--- config.mk ---
export PLATFORM = sky130hd
export DESIGN_NAME = mesh_relay_duplicate_filter
export DESIGN_NICKNAME = d
export VERILOG_FILES = /design/src/rtl/mrdf_pkg.sv /design/src/rtl/mrdf_ram.sv /design/src/rtl/mrdf_ctrl.sv /design/src/rtl/mrdf_datapath.sv /design/src/rtl/mesh_relay_duplicate_filter.sv
export SDC_FILE = /design/constraint.sdc
export NUM_CORES = 1
export LEC_CHECK = 0
export ABC_AREA = 1
export ABC_CLOCK_PERIOD_IN_PS = 12500
export BUFFER_PORTS_ARGS = -buffer_cell sky130_fd_sc_hd__buf_2
export CORE_ASPECT_RATIO = 0.7
export CORE_UTILIZATION = 55
export CTS_BUF_LIST = sky130_fd_sc_hd__clkbuf_16
export DETAILED_ROUTE_END_ITERATION = 16
export GPL_TIMING_DRIVEN = 1
export HOLD_SLACK_MARGIN = 0.05
export PLACE_DENSITY = 0.69
export SLEW_MARGIN = 20
export SYNTH_ARGS = -nofsm -noshare
export SYNTH_HDL_FRONTEND = slang
export SYNTH_HIERARCHICAL = 1
export SYNTH_SLANG_ARGS = --single-unit
--- constraint.sdc ---
create_clock -name clk -period 12.5 [get_ports clk]
set_clock_uncertainty 0.15 [all_clocks]
set_input_delay 0.625 -clock clk [delete_from_list [all_inputs] [get_ports clk]]
set_output_delay 0.625 -clock clk [all_outputs]
set_load 0.05 [all_outputs]
--- src/rtl/mrdf_pkg.sv ---
// mrdf_pkg: shared codes, widths and controller/datapath handshake structs
// for the mesh relay duplicate filter. No dependencies.
`default_nettype none

package mrdf_pkg;

  // item opcodes
  localparam logic [1:0] OP_RECV    = 2'd0;
  localparam logic [1:0] OP_LOCAL   = 2'd1;
  localparam logic [1:0] OP_RELEASE = 2'd2;

  // result status codes
  localparam logic [2:0] ST_QUEUED   = 3'd0;
  localparam logic [2:0] ST_DUP      = 3'd1;
  localparam logic [2:0] ST_HOPLIM   = 3'd2;
  localparam logic [2:0] ST_OWN      = 3'd3;
  localparam logic [2:0] ST_FULL     = 3'd4;
  localparam logic [2:0] ST_RELEASED = 3'd5;
  localparam logic [2:0] ST_IGNORED  = 3'd6;

  // configuration register indexes
  localparam logic REG_NODE_ID  = 1'b0;
  localparam logic REG_MAX_HOPS = 1'b1;

  // field widths
  localparam int NODE_W  = 8;
  localparam int SEQ_W   = 32;
  localparam int HOP_W   = 8;
  localparam int SLOT_W  = 3;
  localparam int COUNT_W = 4;
  localparam int ENTRY_W = NODE_W + SEQ_W;

  // reset values of the configuration registers
  localparam logic [NODE_W-1:0] NODE_ID_RST  = 8'd0;
  localparam logic [HOP_W-1:0]  MAX_HOPS_RST = 8'd5;

  // controller to datapath
  typedef struct packed {
    logic load;        // latch the input item
    logic scan_start;  // rewind cache walk, clear hit flag
    logic scan_step;   // read one cache entry and advance
    logic commit;      // apply the item and load the result register
  } cmd_t;

  // datapath to controller
  typedef struct packed {
    logic in_recv;     // item at the input is a received header
    logic scan_last;   // walk is at the last cache entry
    logic out_free;    // result register can take a new result
  } sts_t;

endpackage

`default_nettype wire

--- src/rtl/mrdf_ram.sv ---
// mrdf_ram: generic simple dual-port RAM, one write and one registered read port.
// No dependencies.
`default_nettype none

module mrdf_ram #(
  parameter int WIDTH = 40,
  parameter int DEPTH = 16,
  localparam int ADDR_W = (DEPTH > 1) ? $clog2(DEPTH) : 1
) (
  input  wire logic                   clk,
  input  wire logic                   wr_en,
  input  wire logic [ADDR_W-1:0]      wr_addr,
  input  wire logic [WIDTH-1:0]       wr_data,
  input  wire logic                   rd_en,
  input  wire logic [ADDR_W-1:0]      rd_addr,
  output logic      [WIDTH-1:0]       rd_data
);

  logic [WIDTH-1:0] mem [DEPTH];

  // write port
  always_ff @(posedge clk) begin
    if (wr_en) begin
      mem[wr_addr] <= wr_data;
    end
  end

  // registered read port
  always_ff @(posedge clk) begin
    if (rd_en) begin
      rd_data <= mem[rd_addr];
    end
  end

endmodule

`default_nettype wire

--- src/rtl/mrdf_ctrl.sv ---
// mrdf_ctrl: sequencing state machine for the duplicate filter.
// Depends on mrdf_pkg (cmd_t, sts_t).
`default_nettype none

module mrdf_ctrl (
  input  wire logic          clk,
  input  wire logic          rst,
  input  wire logic          in_valid,
  output logic               in_ready,
  input  wire mrdf_pkg::sts_t sts,
  output mrdf_pkg::cmd_t     cmd
);

  localparam logic [1:0] S_IDLE   = 2'd0;
  localparam logic [1:0] S_SCAN   = 2'd1;
  localparam logic [1:0] S_DRAIN  = 2'd2;
  localparam logic [1:0] S_COMMIT = 2'd3;

  logic [1:0] state;
  logic [1:0] state_next;

  // next state and commands
  always_comb begin
    state_next = state;
    cmd        = '0;
    in_ready   = 1'b0;
    case (state)
      S_IDLE: begin
        in_ready = 1'b1;
        if (in_valid) begin
          cmd.load       = 1'b1;
          cmd.scan_start = 1'b1;
          state_next     = sts.in_recv ? S_SCAN : S_COMMIT;
        end
      end
      S_SCAN: begin
        cmd.scan_step = 1'b1;
        if (sts.scan_last) begin
          state_next = S_DRAIN;
        end
      end
      S_DRAIN: begin
        // last read data is compared this cycle
        state_next = S_COMMIT;
      end
      S_COMMIT: begin
        if (sts.out_free) begin
          cmd.commit = 1'b1;
          state_next = S_IDLE;
        end
      end
      default: begin
        state_next = S_IDLE;
      end
    endcase
  end

  // state register
  always_ff @(posedge clk) begin
    if (rst) begin
      state <= S_IDLE;
    end else begin
      state <= state_next;
    end
  end

endmodule

`default_nettype wire

--- src/rtl/mrdf_datapath.sv ---
// mrdf_datapath: item latch, cache RAM walk, queue and sequence counters,
// configuration registers and result register. Depends on mrdf_pkg, mrdf_ram.
`default_nettype none

module mrdf_datapath #(
  parameter int CACHE_DEPTH = 16,
  parameter int QUEUE_DEPTH = 8
) (
  input  wire logic                          clk,
  input  wire logic                          rst,
  input  wire mrdf_pkg::cmd_t                cmd,
  output mrdf_pkg::sts_t                     sts,
  // configuration
  input  wire logic                          cfg_we,
  input  wire logic                          cfg_index,
  input  wire logic [mrdf_pkg::NODE_W-1:0]   cfg_data,
  // item fields
  input  wire logic [1:0]                    opcode,
  input  wire logic [mrdf_pkg::NODE_W-1:0]   source_node,
  input  wire logic [mrdf_pkg::SEQ_W-1:0]    sequence_number,
  input  wire logic [mrdf_pkg::HOP_W-1:0]    hop_count,
  input  wire logic [mrdf_pkg::SLOT_W-1:0]   release_index,
  // result register
  output logic                               out_valid,
  input  wire logic                          out_ready,
  output logic      [2:0]                    status,
  output logic                               send_ack,
  output logic      [mrdf_pkg::SLOT_W-1:0]   queue_slot,
  output logic      [mrdf_pkg::SEQ_W-1:0]    assigned_sequence,
  output logic      [mrdf_pkg::COUNT_W-1:0]  queue_count
);

  localparam int IDX_W = (CACHE_DEPTH > 1) ? $clog2(CACHE_DEPTH) : 1;
  localparam int OCC_W = $clog2(QUEUE_DEPTH + 1);
  localparam int CMP_W = (OCC_W > mrdf_pkg::SLOT_W) ? OCC_W : mrdf_pkg::SLOT_W;
  localparam logic [IDX_W-1:0] LAST_IDX = IDX_W'(CACHE_DEPTH - 1);
  localparam logic [OCC_W-1:0] QUEUE_FULL = OCC_W'(QUEUE_DEPTH);

  // configuration registers
  logic [mrdf_pkg::NODE_W-1:0] node_id;
  logic [mrdf_pkg::HOP_W-1:0]  max_hops;

  // latched item
  logic [1:0]                  op_q;
  logic [mrdf_pkg::NODE_W-1:0] src_q;
  logic [mrdf_pkg::SEQ_W-1:0]  seq_q;
  logic [mrdf_pkg::HOP_W-1:0]  hops_q;
  logic [mrdf_pkg::SLOT_W-1:0] rel_q;

  // cache walk
  logic [IDX_W-1:0]            scan_idx;
  logic [IDX_W-1:0]            cmp_idx;
  logic                        cmp_pend;
  logic                        hit;
  logic [CACHE_DEPTH-1:0]      valid_bits;
  logic [mrdf_pkg::ENTRY_W-1:0] rd_data;

  // persistent counters
  logic [IDX_W-1:0]            wr_ptr;
  logic [OCC_W-1:0]            occ;
  logic [mrdf_pkg::SEQ_W-1:0]  local_seq;

  // commit decisions
  logic                        rec_en;
  logic [mrdf_pkg::NODE_W-1:0] rec_src;
  logic [mrdf_pkg::SEQ_W-1:0]  rec_seq;
  logic                        take_en;
  logic [OCC_W-1:0]            occ_next;
  logic [2:0]                  status_next;
  logic                        ack_next;
  logic [mrdf_pkg::SLOT_W-1:0] slot_next;
  logic [mrdf_pkg::SEQ_W-1:0]  assigned_next;
  logic                        queue_has_room;
  logic                        rel_hit;

  assign sts.in_recv   = (opcode == mrdf_pkg::OP_RECV);
  assign sts.scan_last = (scan_idx == LAST_IDX);
  assign sts.out_free  = !out_valid || out_ready;

  // configuration writes
  always_ff @(posedge clk) begin
    if (rst) begin
      node_id  <= mrdf_pkg::NODE_ID_RST;
      max_hops <= mrdf_pkg::MAX_HOPS_RST;
    end else if (cfg_we) begin
      case (cfg_index)
        mrdf_pkg::REG_NODE_ID:  node_id  <= cfg_data;
        mrdf_pkg::REG_MAX_HOPS: max_hops <= cfg_data;
        default: ;
      endcase
    end
  end

  // item latch
  always_ff @(posedge clk) begin
    if (cmd.load) begin
      op_q   <= opcode;
      src_q  <= source_node;
      seq_q  <= sequence_number;
      hops_q <= hop_count;
      rel_q  <= release_index;
    end
  end

  // cache RAM: one read a cycle during the walk, one write at commit
  mrdf_ram #(
    .WIDTH (mrdf_pkg::ENTRY_W),
    .DEPTH (CACHE_DEPTH)
  ) u_cache (
    .clk     (clk),
    .wr_en   (rec_en),
    .wr_addr (wr_ptr),
    .wr_data ({rec_src, rec_seq}),
    .rd_en   (cmd.scan_step),
    .rd_addr (scan_idx),
    .rd_data (rd_data)
  );

  // walk counter and hit accumulation, compare in the cycle after the read
  always_ff @(posedge clk) begin
    if (rst) begin
      cmp_pend <= 1'b0;
    end else begin
      cmp_pend <= cmd.scan_step;
    end
  end

  always_ff @(posedge clk) begin
    if (cmd.scan_start) begin
      scan_idx <= '0;
      hit      <= 1'b0;
    end else begin
      if (cmd.scan_step) begin
        scan_idx <= scan_idx + 1'b1;
        cmp_idx  <= scan_idx;
      end
      if (cmp_pend && valid_bits[cmp_idx] && (rd_data == {src_q, seq_q})) begin
        hit <= 1'b1;
      end
    end
  end

  // admission decision for the latched item
  assign queue_has_room = (occ < QUEUE_FULL);
  assign rel_hit        = (CMP_W'(rel_q) < CMP_W'(occ));

  always_comb begin
    rec_en        = 1'b0;
    rec_src       = src_q;
    rec_seq       = seq_q;
    take_en       = 1'b0;
    occ_next      = occ;
    status_next   = mrdf_pkg::ST_IGNORED;
    ack_next      = 1'b0;
    slot_next     = '0;
    assigned_next = '0;
    case (op_q)
      mrdf_pkg::OP_RECV: begin
        ack_next = 1'b1;
        if (hit) begin
          status_next = mrdf_pkg::ST_DUP;
        end else if (hops_q >= max_hops) begin
          status_next = mrdf_pkg::ST_HOPLIM;
        end else if (src_q == node_id) begin
          status_next = mrdf_pkg::ST_OWN;
        end else begin
          rec_en  = 1'b1;
          take_en = 1'b1;
        end
      end
      mrdf_pkg::OP_LOCAL: begin
        assigned_next = local_seq;
        rec_en        = 1'b1;
        rec_src       = node_id;
        rec_seq       = local_seq;
        take_en       = 1'b1;
      end
      mrdf_pkg::OP_RELEASE: begin
        if (rel_hit) begin
          occ_next    = occ - 1'b1;
          status_next = mrdf_pkg::ST_RELEASED;
        end
      end
      default: ;
    endcase
    // queue slot for an admitted packet or local reading
    if (take_en) begin
      if (queue_has_room) begin
        slot_next   = mrdf_pkg::SLOT_W'(occ);
        occ_next    = occ + 1'b1;
        status_next = mrdf_pkg::ST_QUEUED;
      end else begin
        status_next = mrdf_pkg::ST_FULL;
      end
    end
    rec_en = rec_en && cmd.commit;
  end

  // state updates at commit
  always_ff @(posedge clk) begin
    if (rst) begin
      valid_bits <= '0;
      wr_ptr     <= '0;
      occ        <= '0;
      local_seq  <= '0;
    end else if (cmd.commit) begin
      occ <= occ_next;
      if (op_q == mrdf_pkg::OP_LOCAL) begin
        local_seq <= local_seq + 1'b1;
      end
      if (rec_en) begin
        valid_bits[wr_ptr] <= 1'b1;
        wr_ptr <= (wr_ptr == LAST_IDX) ? '0 : wr_ptr + 1'b1;
      end
    end
  end

  // result register
  always_ff @(posedge clk) begin
    if (rst) begin
      out_valid <= 1'b0;
    end else if (cmd.commit) begin
      out_valid <= 1'b1;
    end else if (out_ready) begin
      out_valid <= 1'b0;
    end
  end

  always_ff @(posedge clk) begin
    if (cmd.commit) begin
      status            <= status_next;
      send_ack          <= ack_next;
      queue_slot        <= slot_next;
      assigned_sequence <= assigned_next;
      queue_count       <= mrdf_pkg::COUNT_W'(occ_next);
    end
  end

endmodule

`default_nettype wire

--- src/rtl/mesh_relay_duplicate_filter.sv ---
// mesh_relay_duplicate_filter: top level, controller plus datapath.
// Depends on mrdf_pkg, mrdf_ctrl, mrdf_datapath (and mrdf_ram below it).
//
// Usage:
//   in channel  (in_valid/in_ready): one item per handshake; opcode selects a
//     received header, a local reading or a queue slot release.
//   out channel (out_valid/out_ready): exactly one result item per input item,
//     in order, held in an output register.
//   cfg channel (cfg_valid/cfg_ready): index 0 node_id, index 1 max_hops;
//     always ready, write only while no item is in flight.
// Sequencing: a received header walks the cache RAM one entry per cycle, then
//   passes a drain step and the commit step before the next item is accepted;
//   other opcodes go from acceptance straight to the commit step. The result is
//   visible the cycle after the commit step.
// Reset clears the cache valid bits, write pointer, queue occupancy, local
//   sequence counter and the output valid flag; node_id returns to 0 and
//   max_hops to 5. No clearing pass is needed.
// Receiver stall: the next item is still accepted and processed while a
//   result waits; the block holds at its commit step until the output
//   register is free.
`default_nettype none

module mesh_relay_duplicate_filter #(
  parameter int CACHE_DEPTH = 16,
  parameter int QUEUE_DEPTH = 8
) (
  input  wire logic        clk,
  input  wire logic        rst,
  // configuration
  input  wire logic        cfg_valid,
  output logic             cfg_ready,
  input  wire logic        cfg_index,
  input  wire logic [7:0]  cfg_data,
  // item input
  input  wire logic        in_valid,
  output logic             in_ready,
  input  wire logic [1:0]  opcode,
  input  wire logic [7:0]  source_node,
  input  wire logic [31:0] sequence_number,
  input  wire logic [7:0]  hop_count,
  input  wire logic [2:0]  release_index,
  // result output
  output logic             out_valid,
  input  wire logic        out_ready,
  output logic      [2:0]  status,
  output logic             send_ack,
  output logic      [2:0]  queue_slot,
  output logic      [31:0] assigned_sequence,
  output logic      [3:0]  queue_count
);

  mrdf_pkg::cmd_t cmd;
  mrdf_pkg::sts_t sts;

  assign cfg_ready = 1'b1;

  // sequencing
  mrdf_ctrl u_ctrl (
    .clk      (clk),
    .rst      (rst),
    .in_valid (in_valid),
    .in_ready (in_ready),
    .sts      (sts),
    .cmd      (cmd)
  );

  // storage and decisions
  mrdf_datapath #(
    .CACHE_DEPTH (CACHE_DEPTH),
    .QUEUE_DEPTH (QUEUE_DEPTH)
  ) u_dp (
    .clk               (clk),
    .rst               (rst),
    .cmd               (cmd),
    .sts               (sts),
    .cfg_we            (cfg_valid && cfg_ready),
    .cfg_index         (cfg_index),
    .cfg_data          (cfg_data),
    .opcode            (opcode),
    .source_node       (source_node),
    .sequence_number   (sequence_number),
    .hop_count         (hop_count),
    .release_index     (release_index),
    .out_valid         (out_valid),
    .out_ready         (out_ready),
    .status            (status),
    .send_ack          (send_ack),
    .queue_slot        (queue_slot),
    .assigned_sequence (assigned_sequence),
    .queue_count       (queue_count)
  );

  // a queued item leaves the count one above its slot
  a_slot_count: assert property (@(posedge clk) disable iff (rst)
    (out_valid && status == mrdf_pkg::ST_QUEUED) |->
      (queue_count[2:0] == queue_slot + 3'd1))
    else $error("queued result count does not follow slot");

  // ack only on received-header outcomes
  a_ack_status: assert property (@(posedge clk) disable iff (rst)
    (out_valid && send_ack) |->
      (status != mrdf_pkg::ST_RELEASED && status != mrdf_pkg::ST_IGNORED))
    else $error("ack on a non-header result");

  // a sequence is assigned only to local readings, which never ack
  a_seq_local: assert property (@(posedge clk) disable iff (rst)
    (out_valid && assigned_sequence != 32'd0) |->
      (!send_ack && (status == mrdf_pkg::ST_QUEUED || status == mrdf_pkg::ST_FULL)))
    else $error("assigned sequence on a non-local result");

endmodule

`default_nettype wire

## Word level (Yosys, flattened, before mapping)

Memory sizes are Yosys's and may differ from the RTL's. A register that Yosys moved wholly into a read port is not among the register bits.
Index checks and enable logic that the tools add are counted.

| word-level totals | value |
|---|---|
| register bits | 181 |
| latch bits | 0 |
| bits in writable memories | 640 |
| ROM bits | 0 |
| input bits | 67 |
| output and inout port bits | 46 |
| word-level logic and storage cells | 104 |
| memories kept | 1 |

Memory list:

| memory | depth | bits a word | read ports | clocked after Yosys merged registers in | write ports | line | text |
|---|---|---|---|---|---|---|---|
| u_dp.u_cache.mem | 16 | 40 | 1 | 1 | 1 | mrdf_ram.sv:19 | `logic [WIDTH-1:0] mem [DEPTH];` |

| cells by class | value |
|---|---|
| $add $sub $neg | 5 |
| $mul | 0 |
| div/mod/pow operators | 0 |
| order comparisons | 6 |
| equality and inequality tests | 12 |
| shift operators | 0 |
| mux-type cells | 38 |
| bitwise operators | 3 |
| reductions and logical operators | 17 |

Operator list:

| operator | count |
|---|---|
| equality test 40 bit | 1 |
| adder 32 x 1 -> 32 bit, second input constant | 1 |
| two-way mux 32 bit | 1 |
| two-way mux 4 bit | 5 |
| OR 16 bit | 1 |
| two-way mux 3 bit | 5 |
| two-way mux 1 bit | 14 |
| two-way mux 2 bit | 7 |
| adder 4 x 1 -> 4 bit, second input constant | 3 |
| AND reduction 2 bit | 6 |
| less-than comparator 4 x 5 -> 1 bit, second input constant | 2 |
| equality test 4 bit, second input constant | 2 |
| equality test 8 bit | 1 |
| >= comparator 8 bit | 1 |
| two-way mux 8 bit | 1 |
| case mux 2 bit (4 select lines) | 1 |
| equality test 2 bit, second input constant | 3 |
| logical NOT 2 bit | 3 |
| inequality test 2 bit, second input constant | 3 |
| case mux 3 bit (2 select lines) | 1 |
| binary-select mux 1 bit (select 4 bit) | 1 |
| demux 1 bit (select 4 bit) | 1 |
| equality test 2 x 1 -> 1 bit, second input constant | 2 |
| >= comparator 4 x 1 -> 1 bit, second input constant | 1 |
| other kinds (10) | 14 |

## Depth between registers and ports, before layout

Gate-level depths: netlist of the first run.

| logic depth | value |
|---|---|
| depth in word-level cells | 8 |
| depth in mapped cells | 16 |
| gate-level depth less buffers | 16 |

## Modules after synthesis

The synthesis of the first run kept the hierarchy.

Modules (own cells, without submodules):

| module | instances | cells each | area an instance (um^2) | seq. area each (um^2) |
|---|---|---|---|---|
| mrdf_ram | 1 | 2,643 | 28,691.3 | 20,419.6 |
| mrdf_datapath | 1 | 980 | 8,399.3 | 4,584.4 |
| mrdf_ctrl | 1 | 33 | 210.2 | 40.0 |
| mesh_relay_duplicate_filter | 1 | 2 | 11.3 | 0.0 |

## Worst setup path after synthesis of the first run

OpenSTA, ideal clock, no wires.

| timing path | value |
|---|---|
| kind | input to register |
| from | in out_ready |
| to | mem u_dp.u_cache.mem[12][0] (enable) |
| setup time | 437 ps |
| arrival time | 4,258 ps |
| data required time | 11,912 ps |
| setup slack | 7,654 ps |
| stages | 10 |
| path buffers | 2 |
| cells stage by stage | inv_1 -> nand2_1 -> nand2_1 -> inv_1 -> buf_2 -> nand2_2 -> clkinv_1 -> buf_4 -> nand3_1 -> nor2_1 |

RTL lines:

| item | line | text |
|---|---|---|
| from (decl) | mesh_relay_duplicate_filter.sv:44 | `input wire logic out_ready,` |
| to (decl) | mrdf_ram.sv:19 |  |

## Final worst setup path of the first run

| timing path | value |
|---|---|
| from | reg u_dp/hops_q[3] (netlist bit) |
| to | mem u_dp.u_cache.mem[4][35] (enable) |

| between the ends | value |
|---|---|
| word-level cells in the longest chain between the ends | 7 |

RTL lines:

| item | line | text |
|---|---|---|
| from (decl) | mrdf_datapath.sv:47 | `logic [mrdf_pkg::HOP_W-1:0] hops_q;` |
| from (signal assigned) | mrdf_datapath.sv:100 | `hops_q <= hop_count;` |
| >= comparator 8 bit | mrdf_datapath.sv:162 | `end else if (hops_q >= max_hops) begin` |
| two-way mux 1 bit | mrdf_datapath.sv:162 |  |
| two-way mux 1 bit | mrdf_datapath.sv:160 | `if (hit) begin` |
| case mux 1 bit (2 select lines) | mrdf_datapath.sv:157 | `case (op_q)` |
| logical AND 1 bit | mrdf_datapath.sv:196 | `rec_en = rec_en && cmd.commit;` |
| two-way mux 1 bit | mrdf_ram.sv:23 | `if (wr_en) begin` |
| two-way mux 1 bit (implied by the code) | mrdf_ram.sv:24 | `mem[wr_addr] <= wr_data;` |

Every way passes these cells.

==> impl_summary.log, run 1 <==
INFO  metric outcome = finished, final reports clean
INFO  metric tightestPinTransition = 1.11 ns
INFO  metric port_buffers = 111
INFO  metric layout-drive-gt1-share = 0.0841
INFO  metric timing.critical_path.cells = ha_1, nand2_1, nor2_1, nor2_1, nand2_1, a21oi_1, nand3_1, nand2_2, nand2_2, clkinv_1, nand3b_1, nor2_4, buf_4
INFO  metric count_of_distinct_cell_types_in_the_synthesized_netlist = 45
INFO  metric ys_dominant_reg_cell = sky130_fd_sc_hd__edfxtp_1
INFO  metric post_synth_instance_area = 0.0373 mm^2
INFO  metric cp_top_family = simple AND/OR/NAND/NOR gates
INFO  metric max_stage_delay = 0.82 ns
INFO  metric setup-violations-final = 0
INFO  metric mappedNetlistNets = 3747
INFO  metric floorplan.die_area = 0.0689 mm^2
INFO  metric ant_nets = 0
INFO  metric totalPowerFinal = 8.10 mW
INFO  metric synth.yosys.warnings = 6
INFO  metric achievable-frequency = 231 MHz
INFO  metric cts_num_sinks = 861
INFO  metric num_rows = 79
INFO  metric detailed_place.area = 0.0387 mm^2
INFO  metric finalMaxSlewViolations = 0
INFO  metric peakVddDrop = 0.000195 V
INFO  metric powerDensity = 194 mW/mm^2
INFO  metric crit_path_required_time = 12.63 ns
INFO  metric worst_hold_startpoint = cfg_data[3]
INFO  metric core_area = 0.0667 mm^2
INFO  metric min_path_type = in -> reg
INFO  metric critPathSlowestCell = sky130_fd_sc_hd__nor2_4
INFO  metric regToRegSetupSlack = 8.17 ns
INFO  metric clock_edge_transition_at_the_registers_on_the_reported_setup_and_hold_paths = 0.06 ns
INFO  metric netlist_instances = 3658
INFO  metric max_slew_headroom_at_the_worst_pin = 0.257
INFO  metric worstSetupEndpointType = register
INFO  metric design.final.nets = 3892
INFO  metric floorplan.die.height = 220 um
INFO  metric worstReg2RegEnd = u_dp/u_cache/mem[4][35]
INFO  metric clock_tree_from_tritoncts = yes
INFO  metric drt-vias-per-instance = 5.41
INFO  metric ioPinCount = 113
INFO  metric grt-ovfl-total = 0
INFO  metric number_of_global_route_vias_before_repair = 23900
INFO  metric timing.max_cap.violations = 0
INFO  metric antenna_found_initial = 3
INFO  metric grt_first_pass_wirelength = 144 mm
INFO  metric criticalPathCategory = reg -> reg
INFO  metric static-leakage-power = 17.4 nW
INFO  metric worst-path-max-fanout = 22
INFO  metric crit_arrival = 4.46 ns
INFO  metric maximum_number_of_pins_on_one_net_before_global_route_repair = 200
INFO  metric cts_inserted_buffers = 80
INFO  metric synth_enable_flop_cells = 780
INFO  metric gpl.final_weighted_congestion = 0.864
INFO  metric detailedRoute.firstPassIterationCount = 6
INFO  metric crit-reg2reg-launch = u_dp/hops_q[3]
INFO  metric hold_viol_final = 0
INFO  metric remaining_drc_errors = 0
INFO  metric cts_htree_levels = 3
INFO  metric first_iter_violations = 3455
INFO  metric timing.reg2reg.worst_path_depth = 13
INFO  metric rsz0062_at_grt = false
INFO  metric clock_insertion_delay_at_the_later_pin_of_the_skew_report = 0.64 ns
INFO  metric route.detailed.wl_per_inst = 20.2 um
INFO  metric chipWidth = 313 um
INFO  metric worst-path-buf-inv = 2
INFO  metric areaGrowthSynthToFinish = 11.9%
INFO  metric holdPathStages = 3
INFO  metric routed-via-count = 25700
INFO  metric total_length_of_routed_wires = 96.1 mm
INFO  metric clock_tree.buffer_depth = 3
INFO  metric root_buffer = sky130_fd_sc_hd__clkbuf_16
INFO  metric min_period_over_period = 0.347
INFO  metric total_global_routing_track_utilization = 0.281
INFO  metric hold_path_end = u_dp/node_id[3]
INFO  metric design_area = 0.0418 mm^2
INFO  metric post_synth.cell_area_avg = 10.2 um^2
INFO  metric fin_crit = 4.33 ns
INFO  metric hpwl = 56.0 mm
INFO  metric initial_core_utilization = 0.559
INFO  metric seq_area_frac_synth = 0.671
INFO  metric synth-seq-cells = 861
INFO  metric async_reset_ff_frac = 0
INFO  metric setup-tns-final = 0 ns
INFO  metric critical_path.startpoint_type = register
## report_power, final
part	internal [mW]	switching, mW
logic	0.541	1.54
clock network	1.32	1.05
registers	3.50	0.155
total	5.36	2.74
## final cells by class
type                    count  area [um^2]
flip-flops and latches    861        25100
fillers                  5226        25000
multi-input cells        1993         9100
inverters                 649         2450
clock buffers              89         2230
repair buffers            218         1510
well taps                 891         1110
clock inverters            56          297
diodes                      1         2.50
## flip-flops by register name, summed over array words and instances, names as in the netlist, 8 cells and up
signal	flops
u_dp/hops_q	8
u_dp/u_cache/mem	640
u_dp/seq_q	32
u_dp/local_seq	32
u_dp/max_hops	8
u_dp/assigned_sequence	32
u_dp/node_id	8
u_dp/u_cache/rd_data	40
u_dp/valid_bits	16
u_dp/src_q	8
## what timing repair did
action,4_1_cts,5_1_grt
hold endpoints to repair,54,0
hold buffers,54,0
setup endpoints to repair,0,0
resized for setup,0,0
setup buffers,0,0
## stage by stage
step / setup slack [ns] / util / instances / hold slack [ns]
6_report: 8.17 / 0.626 / 4758 / 0.0775
3_3_place_gp: 8.25 / 0.579 / 4558 / 0.283
5_1_grt: 7.89 / 0.626 / 4757 / 0.0771
4_1_cts: 8.15 / 0.626 / 4757 / 0.0546
3_5_place_dp: 8.19 / 0.580 / 4558 / 0.288
2_1_floorplan: 7.65 / - / 3658 / 0.277
## worst min-delay path, stage by stage
cell and delay (ns):
sky130_fd_sc_hd__buf_2 0.09, sky130_fd_sc_hd__nor2_1 0.04, sky130_fd_sc_hd__nor2_1 0.08
## cells in the mapped netlist (2+ instances only)
library cell,count,area (um^2)
sky130_fd_sc_hd__a21oi_1,67,335
sky130_fd_sc_hd__clkinv_1,3,11.3
sky130_fd_sc_hd__xnor2_1,12,105
sky130_fd_sc_hd__o22ai_1,6,37.5
sky130_fd_sc_hd__a211oi_1,5,37.5
sky130_fd_sc_hd__buf_2,57,285
sky130_fd_sc_hd__buf_6,16,180
sky130_fd_sc_hd__nand3_2,3,30.0
sky130_fd_sc_hd__o21ai_0,72,360
sky130_fd_sc_hd__inv_1,640,2400
sky130_fd_sc_hd__nand2_1,1044,3920
sky130_fd_sc_hd__nor3_1,29,145
sky130_fd_sc_hd__edfxtp_1,780,23400
sky130_fd_sc_hd__buf_1,15,56.3
sky130_fd_sc_hd__xor2_1,17,149
sky130_fd_sc_hd__nand4_1,9,56.3
sky130_fd_sc_hd__nand3b_1,3,22.5
sky130_fd_sc_hd__and3_1,2,12.5
sky130_fd_sc_hd__nor2_1,134,503
sky130_fd_sc_hd__clkbuf_1,41,154
sky130_fd_sc_hd__ha_1,22,275
sky130_fd_sc_hd__o211ai_1,5,37.5
sky130_fd_sc_hd__inv_4,2,12.5
sky130_fd_sc_hd__dfxtp_1,81,1620
sky130_fd_sc_hd__nand2_2,6,37.5
sky130_fd_sc_hd__nand3_1,517,2590
sky130_fd_sc_hd__nor4_1,5,31.3
sky130_fd_sc_hd__o21bai_1,18,135
sky130_fd_sc_hd__nor2_2,5,31.3
sky130_fd_sc_hd__inv_2,3,11.3
sky130_fd_sc_hd__buf_4,25,188
## how the worst max path moves through the flow
stage / from / to / slack [ns] / depth (start not counted)
6_report: u_dp/hops_q[3] / u_dp/u_cache/mem[4][35] / 8.17 / 13
5_1_grt: u_dp/hops_q[3] / u_dp/u_cache/mem[4][8] / 7.89 / 13
4_1_cts: u_dp/hops_q[3] / u_dp/u_cache/mem[1][25] / 8.15 / 13
3_5_place_dp: u_dp/hops_q[3] / u_dp/u_cache/mem[1][25] / 8.19 / 13
3_3_place_gp: u_dp/hops_q[3] / u_dp/u_cache/mem[1][25] / 8.25 / 13
2_1_floorplan: out_ready / u_dp/u_cache/mem[12][0] / 7.65 / 10
## per-layer routing
| metal | GRT usage | share of wire |
|---|---|---|
| met3 | 0.0596 | 0.10 |
| met5 | 0 | 0.00015 |
| met2 | 0.418 | 0.44 |
| met1 | 0.417 | 0.43 |
| met4 | 0.0815 | 0.024 |
## cells by family (layout without fill, tap and decap cells)
| family | count (synthesis) | in the layout | synth area share |
|---|---|---|---|
| xor+xnor | 29 | 29 | 0.00681 |
| buf+inv | 804 | 1012 | 0.0891 |
| other cells | 1 | 2 | 0.000101 |
| compound gates | 179 | 179 | 0.0266 |
| fa+ha+maj | 22 | 22 | 0.00738 |
| flops | 861 | 861 | 0.671 |
| simple gates | 1762 | 1762 | 0.199 |
## cell usage in the layout, fill, tap and decap left out, types with 2 or more instances in the layout
master	n
sky130_fd_sc_hd__a211oi_1	5
sky130_fd_sc_hd__a21oi_1	67
sky130_fd_sc_hd__and3_1	2
sky130_fd_sc_hd__buf_2	111
sky130_fd_sc_hd__buf_4	52
sky130_fd_sc_hd__bufinv_16	2
sky130_fd_sc_hd__clkbuf_16	89
sky130_fd_sc_hd__clkinv_1	16
sky130_fd_sc_hd__clkinv_2	8
sky130_fd_sc_hd__dfxtp_1	77
sky130_fd_sc_hd__dfxtp_4	3
sky130_fd_sc_hd__dlygate4sd3_1	54
sky130_fd_sc_hd__edfxtp_1	780
sky130_fd_sc_hd__ha_1	21
sky130_fd_sc_hd__inv_1	666
sky130_fd_sc_hd__inv_2	5
sky130_fd_sc_hd__inv_6	4
sky130_fd_sc_hd__nand2_1	1043
sky130_fd_sc_hd__nand2_2	7
sky130_fd_sc_hd__nand3_1	517
sky130_fd_sc_hd__nand3_2	3
sky130_fd_sc_hd__nand3b_1	3
sky130_fd_sc_hd__nand4_1	9
sky130_fd_sc_hd__nor2_1	118
sky130_fd_sc_hd__nor2_2	5
sky130_fd_sc_hd__nor2_4	17
sky130_fd_sc_hd__nor3_1	29
sky130_fd_sc_hd__nor4_1	5
sky130_fd_sc_hd__o211ai_1	5
sky130_fd_sc_hd__o21ai_0	61
sky130_fd_sc_hd__o21ai_1	7
sky130_fd_sc_hd__o21ai_2	5
sky130_fd_sc_hd__o21bai_1	13
sky130_fd_sc_hd__o21bai_2	5
sky130_fd_sc_hd__o22ai_1	6
sky130_fd_sc_hd__xnor2_1	12
sky130_fd_sc_hd__xor2_1	17
No activity file was read; power rests on OpenSTA's default activity.
==> run 2: changes to the inputs <==
--- a/config.mk
+++ b/config.mk
@@ -6,7 +6,7 @@
 export NUM_CORES = 1
 export LEC_CHECK = 0
 export ABC_AREA = 1
-export ABC_CLOCK_PERIOD_IN_PS = 12500
+export ABC_CLOCK_PERIOD_IN_PS = 4500
 export BUFFER_PORTS_ARGS = -buffer_cell sky130_fd_sc_hd__buf_2
 export CORE_ASPECT_RATIO = 0.7
 export CORE_UTILIZATION = 55
==> constraint.sdc (replaced) <==
create_clock -name clk -period 4.5 [get_ports clk]
set_clock_uncertainty 0.15 [all_clocks]
set_input_delay 0.225 -clock clk [delete_from_list [all_inputs] [get_ports clk]]
set_output_delay 0.225 -clock clk [all_outputs]
set_load 0.05 [all_outputs]
==> impl_summary.log, run 2 (same netlist as run 1, synthesis figures left out) <==
INFO  metric fin_crit = 3.82 ns
INFO  metric p_clk_frac = 0.302
INFO  metric path_common_cell = sky130_fd_sc_hd__nand2_1
INFO  metric hold_viol_final = 0
INFO  metric total_length_of_routed_wires = 97.0 mm
INFO  metric timing.critical_path.cells = inv_1, ha_1, nand2_1, nand2_1, nor2_1, nand2_1, a21oi_1, nand3_1, nand2_2, nand2_2, clkinv_1, nand3_1, nor2_4, buf_12
INFO  metric timing.reg2reg.worst_path_depth = 14
INFO  metric crit_path_required_time = 4.66 ns
INFO  metric outcome = finished, final reports clean
INFO  metric areaGrowthSynthToFinish = 13.8%
INFO  metric timing.hold.ws = 0.146 ns
INFO  metric final_common_cell = sky130_fd_sc_hd__nand2_1
INFO  metric hold_path_end = u_dp/seq_q[14]
INFO  metric ff_latch_area = 0.0251 mm^2
INFO  metric num_rows = 79
INFO  metric power_report.internal_total = 15.2 mW
INFO  metric powerDensity = 540 mW/mm^2
INFO  metric cp-startpoint = u_dp/max_hops[3]
INFO  metric drt-vias-per-instance = 5.39
INFO  metric chipWidth = 313 um
INFO  metric grt-ovfl-total = 0
INFO  metric seq_power_share = 0.440
INFO  metric comb_power_share = 0.259
INFO  metric clock_tree.buffer_depth = 3
INFO  metric critPathSlowestCell = sky130_fd_sc_hd__nor2_4
INFO  metric worst-path-buf-inv = 3
INFO  metric route.detailed.wl_per_inst = 20.2 um
INFO  metric ant_nets = 0
INFO  metric floorplan.die_area = 0.0689 mm^2
INFO  metric layout-drive-gt1-share = 0.0914
INFO  metric peakVddDrop = 0.000483 V
INFO  metric groute.layer.met3.usage = 0.0542
INFO  metric hpwl = 57.9 mm
INFO  metric worstSetupPathDepth = 14
INFO  metric root_buffer = sky130_fd_sc_hd__clkbuf_16
INFO  metric rsz0062_at_grt = false
INFO  metric grt.met1_usage = 0.419
INFO  metric setup-violations-final = 0
INFO  metric grt_util_met2 = 0.429
INFO  metric worst_hold_startpoint = sequence_number[14]
INFO  metric largest_reg_flops = 640
INFO  metric sw_share = 0.335
INFO  metric core_area = 0.0667 mm^2
INFO  metric finalMaxSlewViolations = 0
INFO  metric regToRegSetupSlack = 0.68 ns
INFO  metric routed-via-count = 25900
INFO  metric floorplan.die.height = 220 um
INFO  metric maximum_number_of_pins_on_one_net_before_global_route_repair = 122
INFO  metric max_stage_delay = 0.47 ns
INFO  metric achievable-frequency = 262 MHz
INFO  metric port_buffers = 111
INFO  metric design.final.nets = 3938
INFO  metric grt_first_pass_wirelength = 146 mm
INFO  metric criticalPathCategory = reg -> reg
INFO  metric most-common-layout-cells = 1043 x sky130_fd_sc_hd__nand2_1, 780 x sky130_fd_sc_hd__edfxtp_1, 655 x sky130_fd_sc_hd__inv_1, 517 x sky130_fd_sc_hd__nand3_1, 118 x sky130_fd_sc_hd__nor2_1
INFO  metric critical_path.startpoint_type = register
INFO  metric largest_registers = u_dp/u_cache/mem (640), u_dp/u_cache/rd_data (40)
INFO  metric hold_buffers = 75
INFO  metric cts_inserted_buffers = 82
INFO  metric initial_core_utilization = 0.559
INFO  metric cts_num_sinks = 861
INFO  metric clock_tree_from_tritoncts = yes
INFO  metric static-leakage-power = 17.7 nW
INFO  metric cts.repair.resized = 0
INFO  metric crit_arrival = 3.98 ns
INFO  metric worst-path-max-fanout = 29
INFO  metric worstReg2RegEnd = u_dp/u_cache/mem[13][34]
INFO  metric tightestPinTransition = 1.11 ns
INFO  metric layout.filler_cells = 5224
INFO  metric power.switching = 7.67 mW
INFO  metric holdPathStages = 2
INFO  metric ioPinCount = 113
INFO  metric clock_insertion_delay_at_the_later_pin_of_the_skew_report = 0.64 ns
INFO  metric grt.busiest_layer = met2
INFO  metric number_of_global_route_vias_before_repair = 24200
INFO  metric first_iter_violations = 3439
INFO  metric gpl.final_weighted_congestion = 0.922
INFO  metric max_slew_headroom_at_the_worst_pin = 0.257
INFO  metric totalPowerFinal = 22.9 mW
INFO  metric min_period_over_period = 0.849
INFO  metric cts_setup_buffers = 0
INFO  metric cp_top_family = simple AND/OR/NAND/NOR gates
INFO  metric timing.max_cap.violations = 0
INFO  metric clock_edge_transition_at_the_registers_on_the_reported_setup_and_hold_paths = 0.06 ns
INFO  metric antenna_found_initial = 4
INFO  metric cts_htree_levels = 3
INFO  metric min_path_type = in -> reg
INFO  metric remaining_drc_errors = 0
INFO  metric worstSetupEndpointType = register
INFO  metric detailedRoute.firstPassIterationCount = 6
INFO  metric largest-register = u_dp/u_cache/mem
INFO  metric total_global_routing_track_utilization = 0.285
INFO  metric multi_input_area = 0.00910 mm^2
INFO  metric crit-reg2reg-launch = u_dp/max_hops[3]
run 2: cell types whose count changed in the layout (fill, tap and decap cells not counted), sizes merged:
cell,change
buf,+23
dlygate4sd3,+21
clkinv,+18
inv,-12
bufinv,+8
clkbuf,-6
run 2: layout make-up:
cell class,instances,share of cell area
Inverter,649,0.0578
Clock inverter,70,0.0139
Timing Repair Buffer,262,0.0483
Antenna cell,1,0.0000589
Tap cell,891,0.0263
Multi-Input combinational cell,1993,0.214
Sequential cell,861,0.590
Clock buffer,83,0.0489
run 2: power by group through the flow:
| stage | Clock, mW | Sequential, mW | Combinational [mW] |
|---|---|---|---|
| floorplan | 0 | 10.2 | 3.94 |
| global placement | 0 | 10.2 | 5.72 |
| detailed placement | 0 | 10.2 | 5.77 |
| CTS | 7.00 | 10.1 | 5.86 |
| global route | 7.29 | 10.1 | 6.49 |
| finish | 6.91 | 10.1 | 5.93 |
run 2: through the flow:
stage	utilization	setup TNS (ns)	worst slack, ns	cell area (um^2)	cells
after detailed placement	0.585	0	0.807	39000	4581
after global routing	0.636	0	0.446	42500	4810
after CTS	0.636	0	0.777	42400	4809
after global placement	0.585	0	0.839	39000	4581
after floorplan	-	-120.61	-0.253	37300	3658
final	0.636	0	0.679	42500	4810
run 2: worst max path at each step:
stage	endpoint	slack [ns]
final	u_dp/u_cache/mem[13][34]	0.68
after detailed placement	u_dp/u_cache/mem[12][7]	0.81
after global placement	u_dp/u_cache/mem[12][3]	0.84
after floorplan	u_dp/u_cache/mem[12][0]	-0.25
after global routing	u_dp/u_cache/mem[12][2]	0.45
after CTS	u_dp/u_cache/mem[12][2]	0.78
run 2: worst register-to-register path: stages (launching register included):
cell	delay [ns]
sky130_fd_sc_hd__dfxtp_1	0.31
sky130_fd_sc_hd__inv_1	0.05
sky130_fd_sc_hd__ha_1	0.30
sky130_fd_sc_hd__nand2_1	0.09
sky130_fd_sc_hd__nand2_1	0.09
sky130_fd_sc_hd__nor2_1	0.15
sky130_fd_sc_hd__nand2_1	0.10
sky130_fd_sc_hd__a21oi_1	0.18
sky130_fd_sc_hd__nand3_1	0.11
sky130_fd_sc_hd__nand2_2	0.18
sky130_fd_sc_hd__nand2_2	0.16
sky130_fd_sc_hd__clkinv_1	0.38
sky130_fd_sc_hd__nand3_1	0.39
sky130_fd_sc_hd__nor2_4	0.48
sky130_fd_sc_hd__buf_12	0.31
run 2: routing by layer:
layer	wire length [um]	part of all wire
met1	41400	0.43
met2	43100	0.44
met3	9810	0.10
met4	2720	0.028
met5	13	0.00013
